`config.mk`:
```
export PLATFORM = sky130hd
export DESIGN_NAME = job_slot_table
export DESIGN_NICKNAME = d
export VERILOG_FILES = /design/src/hdl/jst_pkg.sv /design/src/hdl/jst_mem.sv /design/src/hdl/jst_ctrl.sv /design/src/hdl/job_slot_table.sv
export VERILOG_INCLUDE_DIRS = /design/src /design/src/hdl
export SDC_FILE = /design/constraint.sdc
export NUM_CORES = 1
export LEC_CHECK = 0
export ABC_AREA = 0
export BUFFER_PORTS_ARGS = -buffer_cell sky130_fd_sc_hd__buf_4
export CAP_MARGIN = 40
export CORE_UTILIZATION = 60
export CTS_CLUSTER_SIZE = 12
export DETAILED_ROUTE_END_ITERATION = 10
export HOLD_SLACK_MARGIN = 0.1
export PLACE_DENSITY = 0.74
export SYNTH_ARGS = -nofsm -noshare
export SYNTH_HDL_FRONTEND = slang
export SYNTH_HIERARCHICAL = 1
export SYNTH_SLANG_ARGS = --single-unit
```
`constraint.sdc`:
```
create_clock -name clk_i -period 6.95 [get_ports clk_i]
set_input_delay 0 -clock clk_i [delete_from_list [all_inputs] [get_ports clk_i]]
set_output_delay 0 -clock clk_i [all_outputs]
set_load 0.005 [all_outputs]
```
`src/hdl/job_slot_table_assert.svh`:
```
// Assertion macros for the job slot table.
// JST_ASSERT checks at every clock edge outside of reset.
// JST_ASSERT_ALWAYS checks at every clock edge, reset included.
`ifndef JOB_SLOT_TABLE_ASSERT_SVH
`define JOB_SLOT_TABLE_ASSERT_SVH
`ifndef SYNTHESIS
`define JST_ASSERT(lbl, clk, rstn, prop) \
  lbl: assert property (@(posedge clk) disable iff (!rstn) (prop)) \
    else $error("job_slot_table: assertion failed");
`define JST_ASSERT_ALWAYS(lbl, clk, prop) \
  lbl: assert property (@(posedge clk) (prop)) \
    else $error("job_slot_table: assertion failed");
`else
`define JST_ASSERT(lbl, clk, rstn, prop)
`define JST_ASSERT_ALWAYS(lbl, clk, prop)
`endif
`endif

```
`src/hdl/jst_pkg.sv`:
```
`default_nettype none

package jst_pkg;

  localparam int unsigned PROC_BITS = 22;
  localparam int unsigned JOB_BITS  = 16;
  localparam int unsigned MAXJOBS   = 16;

  // run states
  localparam logic [1:0] UNDEF = 2'd0;
  localparam logic [1:0] FG    = 2'd1;

  typedef enum logic [2:0] {
    REQ_INSERT    = 3'd0,
    REQ_DELETE    = 3'd1,
    REQ_FIND_PROC = 3'd2,
    REQ_FIND_JOB  = 3'd3,
    REQ_SET_STATE = 3'd4
  } req_e;

  typedef enum logic [1:0] {
    ST_OK     = 2'd0,
    ST_NONE   = 2'd1,
    ST_FULL   = 2'd2,
    ST_BADKEY = 2'd3
  } status_e;

  typedef enum logic [2:0] {
    S_IDLE,
    S_SCAN1,
    S_APPLY,
    S_SCAN2,
    S_RESP
  } seq_e;

  typedef struct packed {
    logic [2:0]           req_type;
    logic [PROC_BITS-1:0] proc_id;
    logic [JOB_BITS-1:0]  job_id;
    logic [1:0]           new_state;
  } in_item_t;

  typedef struct packed {
    logic [1:0]           status;
    logic [JOB_BITS-1:0]  found_job_id;
    logic [PROC_BITS-1:0] found_proc_id;
    logic [1:0]           found_state;
    logic [PROC_BITS-1:0] foreground_proc;
  } out_item_t;

  typedef struct packed {
    logic [PROC_BITS-1:0] proc;
    logic [JOB_BITS-1:0]  job;
    logic [1:0]           state;
  } entry_t;

endpackage

`default_nettype wire

```
`src/hdl/jst_mem.sv`:
```
`default_nettype none

module jst_mem #(
  parameter int unsigned TABLE_ENTRIES = jst_pkg::MAXJOBS,
  localparam int unsigned AW = $clog2(TABLE_ENTRIES)
) (
  input  wire logic            clk_i,
  input  wire logic            rst_ni,
  input  wire logic [AW-1:0]   rd_addr_i,
  output jst_pkg::entry_t      rd_data_o,
  input  wire logic            wr_en_i,
  input  wire logic [AW-1:0]   wr_addr_i,
  input  jst_pkg::entry_t      wr_data_i
);
  import jst_pkg::*;

  entry_t                   mem_q [TABLE_ENTRIES];
  logic [TABLE_ENTRIES-1:0] vld_q;
  entry_t                   rd_ent_q;
  logic                     rd_vld_q;

  always_ff @(posedge clk_i) begin
    if (wr_en_i) begin
      mem_q[wr_addr_i] <= wr_data_i;
    end
    rd_ent_q <= mem_q[rd_addr_i];
  end

  // an entry never written reads as free
  always_ff @(posedge clk_i or negedge rst_ni) begin
    if (!rst_ni) begin
      vld_q    <= '0;
      rd_vld_q <= 1'b0;
    end else begin
      if (wr_en_i) begin
        vld_q[wr_addr_i] <= 1'b1;
      end
      rd_vld_q <= vld_q[rd_addr_i];
    end
  end

  assign rd_data_o = rd_vld_q ? rd_ent_q : '0;

endmodule

`default_nettype wire

```
`src/hdl/jst_ctrl.sv`:
```
`default_nettype none

module jst_ctrl #(
  parameter int unsigned TABLE_ENTRIES = jst_pkg::MAXJOBS,
  localparam int unsigned AW = $clog2(TABLE_ENTRIES)
) (
  input  wire logic          clk_i,
  input  wire logic          rst_ni,
  input  wire logic          in_valid_i,
  output logic               in_ready_o,
  input  jst_pkg::in_item_t  in_item_i,
  output logic               res_valid_o,
  input  wire logic          res_ready_i,
  output jst_pkg::out_item_t res_item_o,
  output logic [AW-1:0]      mem_raddr_o,
  input  jst_pkg::entry_t    mem_rdata_i,
  output logic               mem_we_o,
  output logic [AW-1:0]      mem_waddr_o,
  output jst_pkg::entry_t    mem_wdata_o
);
  import jst_pkg::*;

  localparam int unsigned CW = $clog2(TABLE_ENTRIES + 1);

  seq_e                 state_q, state_d;
  logic [CW-1:0]        cnt_q, cnt_d;
  logic [JOB_BITS-1:0]  next_job_q, next_job_d;
  logic                 hit_q, hit_d;
  logic                 fg_found_q, fg_found_d;
  logic                 renum_q, renum_d;
  in_item_t             req_q, req_d;
  logic [AW-1:0]        hit_idx_q, hit_idx_d;
  entry_t               hit_ent_q, hit_ent_d;
  logic [PROC_BITS-1:0] fg_proc_q, fg_proc_d;
  logic [JOB_BITS-1:0]  max_job_q, max_job_d;
  out_item_t            res_q, res_d;

  logic [CW-1:0]        prev_cnt;
  logic [AW-1:0]        rd_idx;
  logic                 last;
  logic                 match;
  logic                 key_bad;
  logic [JOB_BITS:0]    nj_inc;
  logic [JOB_BITS-1:0]  nj_wrap;
  logic [JOB_BITS-1:0]  nj_renum;

  assign prev_cnt    = cnt_q - CW'(1);
  assign rd_idx      = prev_cnt[AW-1:0];
  assign last        = (cnt_q == CW'(TABLE_ENTRIES));
  assign mem_raddr_o = (cnt_q < CW'(TABLE_ENTRIES)) ? cnt_q[AW-1:0] : '0;

  assign key_bad = (req_q.req_type == REQ_FIND_JOB) ? (req_q.job_id == '0)
                                                    : (req_q.proc_id == '0);

  assign nj_inc  = (JOB_BITS+1)'(next_job_q) + (JOB_BITS+1)'(1);
  assign nj_wrap = ((nj_inc > (JOB_BITS+1)'(TABLE_ENTRIES)) ||
                    (nj_inc[JOB_BITS-1:0] == '0)) ? JOB_BITS'(1) : nj_inc[JOB_BITS-1:0];
  assign nj_renum = ((max_job_q + JOB_BITS'(1)) == '0) ? JOB_BITS'(1)
                                                       : max_job_q + JOB_BITS'(1);

  always_comb begin
    case (req_q.req_type) inside
      REQ_INSERT:   match = (mem_rdata_i.proc == '0);
      REQ_FIND_JOB: match = (mem_rdata_i.job == req_q.job_id);
      default:      match = (mem_rdata_i.proc == req_q.proc_id);
    endcase
  end

  always_comb begin
    state_d     = state_q;
    cnt_d       = cnt_q;
    next_job_d  = next_job_q;
    hit_d       = hit_q;
    fg_found_d  = fg_found_q;
    renum_d     = renum_q;
    req_d       = req_q;
    hit_idx_d   = hit_idx_q;
    hit_ent_d   = hit_ent_q;
    fg_proc_d   = fg_proc_q;
    max_job_d   = max_job_q;
    res_d       = res_q;
    in_ready_o  = 1'b0;
    res_valid_o = 1'b0;
    mem_we_o    = 1'b0;
    mem_waddr_o = hit_idx_q;
    mem_wdata_o = '0;

    unique case (state_q)
      S_IDLE: begin
        in_ready_o = 1'b1;
        if (in_valid_i) begin
          req_d   = in_item_i;
          cnt_d   = '0;
          hit_d   = 1'b0;
          state_d = S_SCAN1;
        end
      end
      S_SCAN1: begin
        cnt_d = cnt_q + CW'(1);
        // data of the address issued last cycle
        if (cnt_q != '0 && !hit_q && match) begin
          hit_d     = 1'b1;
          hit_idx_d = rd_idx;
          hit_ent_d = mem_rdata_i;
        end
        if (last) begin
          state_d = S_APPLY;
        end
      end
      S_APPLY: begin
        cnt_d      = '0;
        fg_found_d = 1'b0;
        fg_proc_d  = '0;
        max_job_d  = '0;
        renum_d    = 1'b0;
        res_d      = '0;
        res_d.status = ST_NONE;
        state_d    = S_SCAN2;
        unique case (req_q.req_type) inside
          REQ_INSERT: begin
            if (key_bad) begin
              res_d.status = ST_BADKEY;
            end else if (!hit_q) begin
              res_d.status = ST_FULL;
            end else begin
              mem_we_o          = 1'b1;
              mem_wdata_o.proc  = req_q.proc_id;
              mem_wdata_o.job   = next_job_q;
              mem_wdata_o.state = req_q.new_state;
              res_d.status        = ST_OK;
              res_d.found_proc_id = req_q.proc_id;
              res_d.found_job_id  = next_job_q;
              res_d.found_state   = req_q.new_state;
              next_job_d          = nj_wrap;
            end
          end
          REQ_DELETE: begin
            if (key_bad) begin
              res_d.status = ST_BADKEY;
            end else if (hit_q) begin
              mem_we_o            = 1'b1;
              mem_wdata_o         = '0;
              res_d.status        = ST_OK;
              res_d.found_proc_id = hit_ent_q.proc;
              res_d.found_job_id  = hit_ent_q.job;
              res_d.found_state   = hit_ent_q.state;
              renum_d             = 1'b1;
            end
          end
          REQ_FIND_PROC, REQ_FIND_JOB: begin
            if (key_bad) begin
              res_d.status = ST_BADKEY;
            end else if (hit_q) begin
              res_d.status        = ST_OK;
              res_d.found_proc_id = hit_ent_q.proc;
              res_d.found_job_id  = hit_ent_q.job;
              res_d.found_state   = hit_ent_q.state;
            end
          end
          REQ_SET_STATE: begin
            if (key_bad) begin
              res_d.status = ST_BADKEY;
            end else if (hit_q) begin
              mem_we_o            = 1'b1;
              mem_wdata_o.proc    = hit_ent_q.proc;
              mem_wdata_o.job     = hit_ent_q.job;
              mem_wdata_o.state   = req_q.new_state;
              res_d.status        = ST_OK;
              res_d.found_proc_id = hit_ent_q.proc;
              res_d.found_job_id  = hit_ent_q.job;
              res_d.found_state   = req_q.new_state;
            end
          end
          default: begin
            res_d.status = ST_NONE;
          end
        endcase
      end
      S_SCAN2: begin
        cnt_d = cnt_q + CW'(1);
        if (cnt_q != '0) begin
          if (!fg_found_q && mem_rdata_i.state == FG) begin
            fg_found_d = 1'b1;
            fg_proc_d  = mem_rdata_i.proc;
          end
          if (mem_rdata_i.job > max_job_q) begin
            max_job_d = mem_rdata_i.job;
          end
        end
        if (last) begin
          state_d = S_RESP;
        end
      end
      S_RESP: begin
        res_valid_o = 1'b1;
        if (res_ready_i) begin
          if (renum_q) begin
            next_job_d = nj_renum;
          end
          state_d = S_IDLE;
        end
      end
      default: begin
        state_d = S_IDLE;
      end
    endcase
  end

  always_comb begin
    res_item_o                 = res_q;
    res_item_o.foreground_proc = fg_proc_q;
  end

  always_ff @(posedge clk_i or negedge rst_ni) begin
    if (!rst_ni) begin
      state_q    <= S_IDLE;
      cnt_q      <= '0;
      next_job_q <= JOB_BITS'(1);
      hit_q      <= 1'b0;
      fg_found_q <= 1'b0;
      renum_q    <= 1'b0;
    end else begin
      state_q    <= state_d;
      cnt_q      <= cnt_d;
      next_job_q <= next_job_d;
      hit_q      <= hit_d;
      fg_found_q <= fg_found_d;
      renum_q    <= renum_d;
    end
  end

  always_ff @(posedge clk_i) begin
    req_q     <= req_d;
    hit_idx_q <= hit_idx_d;
    hit_ent_q <= hit_ent_d;
    fg_proc_q <= fg_proc_d;
    max_job_q <= max_job_d;
    res_q     <= res_d;
  end

endmodule

`default_nettype wire

```
`src/hdl/job_slot_table.sv`:
```
`default_nettype none
// Job slot table: TABLE_ENTRIES process entries (process id, job id, run
// state) in one single-port-read, single-port-write RAM with registered read
// data. Each item is handled on its own: a first pass over the RAM finds the
// slot, an apply step writes it back if the request changes it, a second
// pass finds the first foreground entry and the largest job id, and the
// result then goes to the output register. Each pass reads one entry per
// cycle. The next item is taken in the cycle after the result has moved to
// the output register, so the block does not take a new item before it is
// through with the last. A result held in a full output register stalls the
// block until the receiver takes it. The table reads as empty right after
// reset; no clearing pass.
`include "job_slot_table_assert.svh"

module job_slot_table #(
  parameter int unsigned TABLE_ENTRIES = jst_pkg::MAXJOBS
) (
  input  wire logic          clk_i,
  input  wire logic          rst_ni,
  input  wire logic          in_valid_i,
  output logic               in_ready_o,
  input  jst_pkg::in_item_t  in_item_i,
  output logic               out_valid_o,
  input  wire logic          out_ready_i,
  output jst_pkg::out_item_t out_item_o
);
  import jst_pkg::*;

  localparam int unsigned AW = $clog2(TABLE_ENTRIES);

  logic          res_valid;
  logic          res_ready;
  out_item_t     res_item;
  logic [AW-1:0] mem_raddr;
  entry_t        mem_rdata;
  logic          mem_we;
  logic [AW-1:0] mem_waddr;
  entry_t        mem_wdata;
  logic          out_valid_q;
  out_item_t     out_item_q;

  jst_ctrl #(
    .TABLE_ENTRIES(TABLE_ENTRIES)
  ) u_ctrl (
    .clk_i       (clk_i),
    .rst_ni      (rst_ni),
    .in_valid_i  (in_valid_i),
    .in_ready_o  (in_ready_o),
    .in_item_i   (in_item_i),
    .res_valid_o (res_valid),
    .res_ready_i (res_ready),
    .res_item_o  (res_item),
    .mem_raddr_o (mem_raddr),
    .mem_rdata_i (mem_rdata),
    .mem_we_o    (mem_we),
    .mem_waddr_o (mem_waddr),
    .mem_wdata_o (mem_wdata)
  );

  jst_mem #(
    .TABLE_ENTRIES(TABLE_ENTRIES)
  ) u_mem (
    .clk_i     (clk_i),
    .rst_ni    (rst_ni),
    .rd_addr_i (mem_raddr),
    .rd_data_o (mem_rdata),
    .wr_en_i   (mem_we),
    .wr_addr_i (mem_waddr),
    .wr_data_i (mem_wdata)
  );

  // output register: load when empty or being drained
  assign res_ready = !out_valid_q || out_ready_i;

  always_ff @(posedge clk_i or negedge rst_ni) begin
    if (!rst_ni) begin
      out_valid_q <= 1'b0;
    end else if (res_valid && res_ready) begin
      out_valid_q <= 1'b1;
    end else if (out_ready_i) begin
      out_valid_q <= 1'b0;
    end
  end

  always_ff @(posedge clk_i) begin
    if (res_valid && res_ready) begin
      out_item_q <= res_item;
    end
  end

  assign out_valid_o = out_valid_q;
  assign out_item_o  = out_item_q;

  `JST_ASSERT(a_busy_after_accept, clk_i, rst_ni, in_valid_i && in_ready_o |=> !in_ready_o)
  `JST_ASSERT(a_res_loads_out, clk_i, rst_ni, res_valid && res_ready |=> out_valid_o)
  `JST_ASSERT(a_fail_zero_fields, clk_i, rst_ni,
              out_valid_o && out_item_o.status != ST_OK |->
              out_item_o.found_job_id == '0 && out_item_o.found_proc_id == '0 &&
              out_item_o.found_state == '0)
  `JST_ASSERT_ALWAYS(a_reset_empty, clk_i, !rst_ni |=> !out_valid_o)

endmodule

`default_nettype wire

```
==> impl_metrics.csv <==
group,metric,value,unit
timing,fmax,0.238,GHz
route,drtAntennaViolNets,0,
status,outcome,"finished, final reports clean",
timing,finalSetupTns,0,ps
finish,drive_gt1_share,21.7,%
timing,drv_slew,0,
synth,netlist_area,37400,um^2
clock_tree,clk_path_buf_depth,3,
pwr,seq_power_share,47.5,%
global_routing,grt_first_pass_wirelength,129000,um
global_routing,groute.usage.overall,28.0,%
die,core_area,61700,um^2
global_routing,grt_max_degree,165,
clock_tree,htreeDepth,3,
finish,areaGrowthSynthToFinish,16.1,%
die,dieArea,63400,um^2
placement,gp_congestion,0.900,
route,vias,20200,
setup_path,path_max_fanout,29,
setup_path,worstPathRequired,7230,ps
timing,tightest_slew,1020,ps
worst_hold_path,hold_class,"in2reg",
synth,synth.area.top_cells,"edfxtp_1 (70%), mux4_2 (9.9%), dfrtp_1 (2.9%)",
pwr,swShare,27.2,%
finish,final_util,70.4,%
placement,dp_hpwl,52000,um
global_routing,grt_antenna_before_repair,5,
placement,io_buffers,112,
pwr,combPwrFrac,18.5,%
pwr,finalPower,13900,uW
synth,synthCells,2072,
route,first_iter_violations,2493,
timing,max-slew-margin-rel,32.0,%
pwr,p_sw,3770,uW
finish,fin_cells,3240,
route,routed_wl,86900,um
worst_hold_path,min_path_cells,2,
pwr,power_density,319,nW/um^2
finish,fillers,3763,
timing,fin_crit_sh,60.4,%
synth,synth_fp_nets,2140,
setup_path,r2r-end,"u_mem/mem_q[3][24]",
worst_hold_path,whs_endpoint,"u_ctrl/req_q[34]",
setup_path,crit_path_end_kind,"flop",
clock_tree,path_clk_slew,60,ps
finish,final_cell_mix,"edfxtp_1 (871), buf_4 (167), mux4_2 (164)",
worst_hold_path,min-delay-start,"in_item_i[34]",
die,row_count,91,
synth,synth-async-reset-ratio,4.71,%
die,die_x,252,um
pwr,peakVddDrop,0.345,mV
synth,synth_edf_count,871,
synth,yosysTopAreaCell,"edfxtp_1",
clock_tree,cts_root_buf,"clkbuf_16",
setup_path,cp-start-kind,"flop",
timing,min_period,4190,ps
synth,ys_warn_count,6,
clock_tree,cts_tree,"done",
timing,fin_worst_skew,24.2,ps
global_routing,grt_pass1_vias,20300,
route,drc,0,
pwr,p_clk_share,34.0,%
timing,finalSetupViolCount,0,
synth,syn_avg_cell_area,18.1,um^2
finish,nets,2401,
setup_path,regToRegSetupSlack,2760,ps
route,routedWlPerCell,26.8,um
synth,synth.distinct_cells,71,
timing,setup_ws,2760,ps
setup_path,timing.rr.start,"u_ctrl/req_q[41]",
global_routing,grt_overflow,0,
die,initial_core_util,60.6,%
finish,layout_commonest_cell,"edfxtp_1",
die,die_h,252,um
setup_path,cp_data_arrival_time,4480,ps
timing,finalHoldViolations,0,
clock_tree,numCtsBuffers,94,
setup_path,path_class,"reg2reg",
placement,pre_cts_slack,2840,ps
synth,netlist.area_leader.share,69.9,%
clock_tree,post_cts_resized,0,
setup_path,worstRegToRegCells,9,
pwr,intPower,10100,uW
die,io_pins,113,
job,cap_violations,0,
route,drt-pass1-iter-count,7,
synth,ys_seq_elements,956,
synth,synth-seq-area-share,75.1,%
clock_tree,clkLatencyLatePin,650,ps
synth,synth_ff_type,"edfxtp_1",
route,via_per_inst,6.22,
placement,dp.cells,2972,
timing,rsz0062_at_grt,"false",
pwr,leakage,0.0133,uW
clock_tree,cts.sinks,956,
cell families after synthesis:
kind of cell | Yosys count | synth area share, %
AO/OA/AOI/OAI | 215 | 3.89
XOR/XNOR | 60 | 1.40
adder cells (fa/ha/maj) | 21 | 0.702
buffers and inverters | 135 | 1.66
flip-flops | 956 | 75.1
multiplexers | 204 | 10.9
AND/OR/NAND/NOR | 481 | 6.33
worst max-delay path, stage by stage (launching register included):
cell and delay [ps]:
edfxtp_1 450, nand3b_1 280, nand3_1 230, o221ai_2 110, buf_4 240, nor2_1 350, o21a_1 330, or3b_2 610
nor2_4 650, buf_4 530
routing by layer:
layer | global-route usage (%) | share of wire (%) | vias to the layer above
li1 | - | - | 8665
met5 | 0 | 0 | -
met1 | 40.2 | 40 | 10400
met4 | 7.46 | 1.8 | 0
met2 | 44.4 | 49 | 1024
met3 | 5.85 | 9.6 | 108
power by group through the flow:
| stage | Clock (uW) | Combinational, uW | Sequential, uW |
|---|---|---|---|
| global route | 4990 | 2730 | 6600 |
| global placement | 0 | 2460 | 6710 |
| finish | 4710 | 2560 | 6590 |
| CTS | 4780 | 2560 | 6580 |
| floorplan | 0 | 1790 | 6620 |
| detailed placement | 0 | 2510 | 6700 |
cell type report:
type,count,area [um^2],share of cell area (%)
sequential,956,28100,64.6
multi-input combinational,981,8890,20.5
clock buffer,151,2670,6.14
timing repair buffer,270,2480,5.70
tap,837,1050,2.41
clock inverter,14,158,0.363
inverter,30,116,0.268
antenna,1,2.50,0.00576
worst max path at each step:
stage                           startpoint                   end  slack [ps]  depth (start not counted)
after global placement      u_mem/rd_vld_q  u_ctrl/hit_ent_q[18]        2730                          9
after floorplan           u_ctrl/req_q[41]     u_mem/mem_q[0][0]        1890                          6
after global routing      u_ctrl/req_q[41]    u_mem/mem_q[3][24]        2650                          9
after detailed placement  u_ctrl/req_q[41]    u_mem/mem_q[3][38]        2840                          9
final                     u_ctrl/req_q[41]    u_mem/mem_q[3][24]        2760                          9
after CTS                 u_ctrl/req_q[41]    u_mem/mem_q[3][38]        2820                          9
metrics by stage:
stage / instance area (um^2) / hold slack (ps)
floorplan: 37400 / -296
global placement: 39300 / 48.5
detailed placement: 39600 / 57.9
CTS: 43400 / 101
global route: 43400 / 127
finish: 43400 / 135
state kept, by name, indices dropped and copies added (netlist names), 22 cells and up:
signal	flops
u_ctrl/fg_proc_q	22
u_ctrl/hit_ent_q	40
out_item_o	64
u_ctrl/res_item_o	42
u_mem/rd_ent_q	40
u_mem/mem_q	640
u_ctrl/req_q	43
synth_stat cells, drive strengths merged (2+ instances only):
master	instances
buf	51
edfxtp	871
inv	29
nand2b	8
a21o	8
a21oi	48
a21boi	2
xor2	29
o31ai	11
nand3b	3
nor2	111
or3	4
dfrtp	44
dfxtp	40
nand3	29
or2	17
a32oi	2
a22oi	86
nand2	148
nor2b	5
and3b	2
xnor2	31
mux2i	40
ha	21
nand4	18
o21ai	15
a31oi	25
o22ai	7
mux4	164
and2	81
and3	5
clkbuf	54
nor3	20
nor4	26
timing repair:
action                     in CTS  in global routing
hold endpoints to repair      110                  0
setup buffers                   0                  0
setup endpoints to repair       0                  0
hold buffers                   90                  0
(Power assumes the default switching activity.)
